$ cat src/rtl/core/lsltm_pkg.sv
// shared types and constants of the line/time mapper
package lsltm_pkg;

    localparam int S_TDATA_W = 232;
    localparam int M_TDATA_W = 96;
    localparam int CFG_ADDR_W = 2;
    localparam int CFG_DATA_W = 64;

    localparam logic [1:0] OP_LOAD = 2'd0;
    localparam logic [1:0] OP_L2T  = 2'd1;
    localparam logic [1:0] OP_T2L  = 2'd2;

    localparam logic [1:0] STS_OK         = 2'd0;
    localparam logic [1:0] STS_NOT_LOADED = 2'd1;
    localparam logic [1:0] STS_OUTSIDE    = 2'd2;
    localparam logic [1:0] STS_FAULT      = 2'd3;

    localparam logic [CFG_ADDR_W-1:0] CFG_IMAGE_LINES  = 2'd0;
    localparam logic [CFG_ADDR_W-1:0] CFG_RECORD_COUNT = 2'd1;
    localparam logic [CFG_ADDR_W-1:0] CFG_CENTER_TIME  = 2'd2;

    typedef struct packed {
        logic capture;
        logic prep;
        logic scan_issue;
        logic l2t_a;
        logic mul_hi;
        logic mul_lo;
        logic l2t_sum;
        logic l2t_fin;
        logic t2l_a;
        logic t2l_csm;
        logic t2l_fin;
        logic push;
    } lsltm_cmd_t;

    typedef struct packed {
        logic [1:0] op;
        logic       prep_done;
        logic       scan_last;
        logic       t2l_err;
        logic       div_done;
        logic       out_free;
    } lsltm_sts_t;

endpackage

$ cat src/rtl/core/lsltm_ctrl.sv
// controller state machine sequencing the datapath
module lsltm_ctrl (
    input  logic                  aclk,
    input  logic                  aresetn,
    input  logic                  s_tvalid,
    output logic                  s_tready,
    input  lsltm_pkg::lsltm_sts_t sts,
    output lsltm_pkg::lsltm_cmd_t cmd
);
    import lsltm_pkg::*;

    localparam logic [3:0] S_IDLE     = 4'd0;
    localparam logic [3:0] S_PREP     = 4'd1;
    localparam logic [3:0] S_SCAN     = 4'd2;
    localparam logic [3:0] S_SCAN_END = 4'd3;
    localparam logic [3:0] S_L2T_A    = 4'd4;
    localparam logic [3:0] S_MUL_HI   = 4'd5;
    localparam logic [3:0] S_MUL_LO   = 4'd6;
    localparam logic [3:0] S_L2T_SUM  = 4'd7;
    localparam logic [3:0] S_L2T_FIN  = 4'd8;
    localparam logic [3:0] S_T2L_A    = 4'd9;
    localparam logic [3:0] S_DIV      = 4'd10;
    localparam logic [3:0] S_T2L_CSM  = 4'd11;
    localparam logic [3:0] S_T2L_FIN  = 4'd12;
    localparam logic [3:0] S_OUT      = 4'd13;

    logic [3:0] state_reg;
    logic [3:0] state_next;

    always_ff @(posedge aclk) begin
        if (!aresetn) begin
            state_reg <= S_IDLE;
        end else begin
            state_reg <= state_next;
        end
    end

    always_comb begin
        state_next = state_reg;
        cmd        = '0;
        s_tready   = 1'b0;
        case (state_reg)
            S_IDLE: begin
                s_tready = 1'b1;
                if (s_tvalid) begin
                    cmd.capture = 1'b1;
                    state_next  = S_PREP;
                end
            end
            S_PREP: begin
                cmd.prep   = 1'b1;
                state_next = sts.prep_done ? S_OUT : S_SCAN;
            end
            S_SCAN: begin
                cmd.scan_issue = 1'b1;
                if (sts.scan_last) begin
                    state_next = S_SCAN_END;
                end
            end
            S_SCAN_END: begin
                // last table read lands here
                state_next = (sts.op == OP_L2T) ? S_L2T_A : S_T2L_A;
            end
            S_L2T_A: begin
                cmd.l2t_a  = 1'b1;
                state_next = S_MUL_HI;
            end
            S_MUL_HI: begin
                cmd.mul_hi = 1'b1;
                state_next = S_MUL_LO;
            end
            S_MUL_LO: begin
                cmd.mul_lo = 1'b1;
                state_next = S_L2T_SUM;
            end
            S_L2T_SUM: begin
                cmd.l2t_sum = 1'b1;
                state_next  = S_L2T_FIN;
            end
            S_L2T_FIN: begin
                cmd.l2t_fin = 1'b1;
                state_next  = S_OUT;
            end
            S_T2L_A: begin
                cmd.t2l_a  = 1'b1;
                state_next = sts.t2l_err ? S_OUT : S_DIV;
            end
            S_DIV: begin
                if (sts.div_done) begin
                    state_next = S_T2L_CSM;
                end
            end
            S_T2L_CSM: begin
                cmd.t2l_csm = 1'b1;
                state_next  = S_T2L_FIN;
            end
            S_T2L_FIN: begin
                cmd.t2l_fin = 1'b1;
                state_next  = S_OUT;
            end
            S_OUT: begin
                if (sts.out_free) begin
                    cmd.push   = 1'b1;
                    state_next = S_IDLE;
                end
            end
            default: begin
                state_next = S_IDLE;
            end
        endcase
    end

endmodule
$ cat config.mk
export PLATFORM = sky130hd
export DESIGN_NAME = lsltm_ctrl
export DESIGN_NICKNAME = d
export VERILOG_FILES = /design/src/rtl/core/lsltm_pkg.sv /design/src/rtl/core/lsltm_ctrl.sv
export SDC_FILE = /design/constraint.sdc
export NUM_CORES = 1
export LEC_CHECK = 0
export BUFFER_PORTS_ARGS = -buffer_cell sky130_fd_sc_hd__clkbuf_2
export CORE_AREA = 2 2 39 41
export DETAILED_ROUTE_END_ITERATION = 8
export DIE_AREA = 0 0 41 43
export PLACE_DENSITY = 0.61
export SLEW_MARGIN = 10
export SYNTH_ARGS = -nofsm -noshare
export SYNTH_HDL_FRONTEND = slang
export SYNTH_SLANG_ARGS = --single-unit
$ cat constraint.sdc
create_clock -name aclk -period 2.7 [get_ports aclk]
set_input_delay 0.135 -clock aclk [delete_from_list [all_inputs] [get_ports aclk]]
set_output_delay 0.135 -clock aclk [all_outputs]
set_load 0.03 [all_outputs]
---- After elaboration in Yosys (flattened, before gate mapping) ----
Index checks and enable logic that the tools add are counted.
storage, ports and cells
  register bits ........................... 4
  bits of input ports ..................... 10
  word-level logic and storage cells ...... 45
cells by class
  eq/ne operators ......................... 18
  multiplexer cells ....................... 23
  reduce and logical (&&, ||, !) cells .... 3
operator list
  kind                  number
  $pmux W4 S13          1
  $eq A4 B4 Y1 const B  6
  $mux W4               6
  $eq A4 B3 Y1 const B  4
  $mux W1               15
  $eq A4 B2 Y1 const B  2
  $ne A2 B2 Y1 const B  4
  $eq A4 B1 Y1 const B  1
  $logic_not A4 Y1      1
  $reduce_and A4 Y1     1
  $mux W3               1
  $eq A2 B1 Y1 const B  1
  $reduce_or A2 Y1      1

---- Logic depth before layout (Yosys ltp) ----
  depth in word-level cells ............... 3
  gate-level depth with buffers ........... 5
  gate-level depth less buffers ........... 4

---- Worst setup path after synthesis ----
No wires, ideal clock.
  path type ............................... reg-to-output
  from .................................... reg state_reg[2]
  to ...................................... out cmd[11] (netlist bit)
  data arrival time ....................... 1.965 ns
  required time ........................... 2.565 ns
  slack ................................... 0.600 ns
  cell stages (with the launch flop) ...... 4
  path buffers ............................ 1
  cell sequence ........................... dfxtp_1 buf_2 nor4_1 and2_1
RTL lines
  what                    line              text
  start, declared         lsltm_ctrl.sv:27  logic [3:0] state_reg;
  start signal, assigned  lsltm_ctrl.sv:34  state_reg <= state_next;
  end, declared           lsltm_ctrl.sv:8   output lsltm_pkg::lsltm_cmd_t cmd

==> flow_metrics.tcl <==
set metrics [dict create \
    timing.max_cap.violations 0 \
    cts_buffers 3 \
    cts.htree.levels 1 \
    path_cells "nand2b_1 -> nor3_1 -> clkbuf_2" \
    max_slew.worst_pin.slew_ns 0.481 \
    syn_avg_cell_area_um2 6.47 \
    max-slew-margin-rel_pct 67.9 \
    viasPerCell 5.35 \
    number_of_antenna_violations_at_the_first_check_in_global_routing 0 \
    die-area_um2 1760 \
    fin_worst_skew_ns 0.00715 \
    synth.cell_area_um2 408 \
    flip_flop_count_of_the_largest_register_all_copies_and_words_added 4 \
    floorplan.io_pins 23 \
    drc 0 \
    postLayoutSetupSlackWorst_ns 0.982 \
    final_clock_period_utilization_by_the_worst_path_pct 63.6 \
    syn_inst 63 \
    cts_repair_resize_count 0 \
    floorplan.initialDensity_pct 29.5 \
    io_buffer_count 22 \
    overflow 0 \
    timing.critical_path.to_type "primary output" \
    finalHoldViolations 0 \
    critical_path.max_stage_delay_ns 0.61 \
    final.setup.tns_ns 0 \
    grt_max_degree 17 \
    setup_fix_bufs_post_cts 0 \
    wl_per_cell_um 11.2 \
    num_antenna_cells 0 \
    timing.hold.worst.class "in -> reg" \
    first_global_vias 386 \
    core_area_um2 1380 \
    post-route-util_pct 39.1 \
    power_leakage_nw 0.246 \
    dominantRegCellSynth "sky130_fd_sc_hd__dfxtp_1" \
    power.ir.vdd_worst_v 0.000347 \
    post_route_cells_drive_above_1_share_pct 31.0 \
    cts-root-buf "sky130_fd_sc_hd__clkbuf_4" \
    gp_congestion 0.753 \
    synth.distinct_cells 26 \
    wl_um 1120 \
    fmax_mhz 582 \
    grt_setup_unrepaired "false" \
    cts_buffer_depth 2 \
    mostFrequentLayoutCell "sky130_fd_sc_hd__clkbuf_2" \
    floorplan_die_height_um 43 \
    final_nets 96 \
    synth-async-reset-ratio_pct 0 \
    clk_pin_slew_worst_paths_ns 0.04 \
    first_pass_iters 4 \
    critical_path_buf_inv_count 1 \
    most-common-layout-cells "sky130_fd_sc_hd__clkbuf_2 (22), sky130_fd_sc_hd__nand2_1 (8), sky130_fd_sc_hd__nor2_1 (6), sky130_fd_sc_hd__nor3_1 (6), sky130_fd_sc_hd__a21oi_1 (6)" \
    cts_tree "yes" \
    slowest_cp_cell "sky130_fd_sc_hd__dfxtp_1" \
    cp_data_required_time_ns 2.57 \
    cp_top_family "flip-flops" \
    final-setup-viol-count 0 \
    detailroute.via_count 535 \
    cts-hold-fix-buffers 0 \
    status "finished clean" \
    worst_skew_pair.late_latency_ns 0.24 \
    dp_hpwl_um 863 \
    area_delta_synth_final_pct 32.5 \
    mappedNetlistNets 73 \
    global_route_wire_length_before_repair_um 1610 \
    grtUsageTotal_pct 13.7 \
    postSynthRegisterBits 4 \
    critical_path.startpoint_type "register" \
    period_needed_ns 1.72 \
    synth_enable_flop_cells 0 \
    die_w_um 41 \
    arrival_ns 1.58 \
    worst_hold_slack_ns 0.192 \
    clock_sinks 4 \
    ys_warn_count 0 \
    path_max_fanout 16 \
    cellPowerDensity_nw_per_um2 1090 \
    criticalPathCategory "reg -> out" \
    fillers 148 \
    final_max_slew_viol_count 0 \
    drt_iter0_drc 18 \
    drt.antenna.violating_nets 0 \
    row_count 14 \
    synth_sequential_area_ratio_pct 19.6 \
    preCtsSetupSlack_ns 1.08 \
]
==> metrics by stage <==
stage / instance area, um^2 / instances / power [mW]
3_3_place_gp: 518 / 97 / 0.516
3_5_place_dp: 518 / 97 / 0.519
6_report: 541 / 100 / 0.591
4_1_cts: 541 / 100 / 0.596
2_1_floorplan: 408 / 63 / 0.434
5_1_grt: 541 / 100 / 0.649
==> final cells by class <==
cell class / count / area [um^2] / share of cell area [%]
sequential: 4 / 80.1 / 14.8
multi-input combinational: 51 / 293 / 54.2
inverter: 4 / 15.0 / 2.78
timing repair buffer: 22 / 110 / 20.4
tap: 16 / 20.0 / 3.70
clock buffer: 3 / 22.5 / 4.17
==> cells by family (layout without fill, tap and decap cells) <==
logic type             after synthesis  count (layout)  synth area share, %
and+or+nand+nor                     31              31                 39.3
AOI/OAI and AO/OA                   20              20                 32.5
buffers and inverters                8              29                 8.59
DFF                                  4               4                 19.6
==> synth_stat cells (2+ instances only) <==
cell                       n  area, um^2
sky130_fd_sc_hd__inv_1     4        15.0
sky130_fd_sc_hd__nand2b_1  3        18.8
sky130_fd_sc_hd__dfxtp_1   4        80.1
sky130_fd_sc_hd__nand2_1   8        30.0
sky130_fd_sc_hd__o21ai_0   3        15.0
sky130_fd_sc_hd__o21ai_1   2        10.0
sky130_fd_sc_hd__and2_1    2        12.5
sky130_fd_sc_hd__nor2_1    6        22.5
sky130_fd_sc_hd__buf_2     4        20.0
sky130_fd_sc_hd__nor3_1    6        30.0
sky130_fd_sc_hd__a21oi_1   6        30.0
==> path summary, 6_finish.rpt <==
check,from,endpoint,slack [ns],cells past startpoint
worst max-delay path,state_reg[0]$_SDFFE_PN0P_,cmd[10],0.98,3
worst min-delay path,aresetn,state_reg[2]$_SDFFE_PN0P_,0.19,2
worst max register to register,state_reg[0]$_SDFFE_PN0P_,state_reg[2]$_SDFFE_PN0P_,1.06,4
worst min register to register,state_reg[3]$_SDFFE_PN0P_,state_reg[3]$_SDFFE_PN0P_,0.68,2
==> where the power goes <==
group          internal, mW  switching [mW]
clock                0.0496          0.0237
sequential           0.0837          0.0888
combinational         0.126           0.219
total                 0.259           0.332
==> metal layers <==
layer | up-vias | GRT usage (%) | part of all wire, %
met5 | - | 0 | 0
met4 | 0 | 2.00 | 0
met3 | 0 | 7.85 | 8.3
met2 | 24 | 20.3 | 49
met1 | 235 | 17.3 | 42
li1 | 276 | - | -
Note: power is estimated with default switching activity, not from simulation.
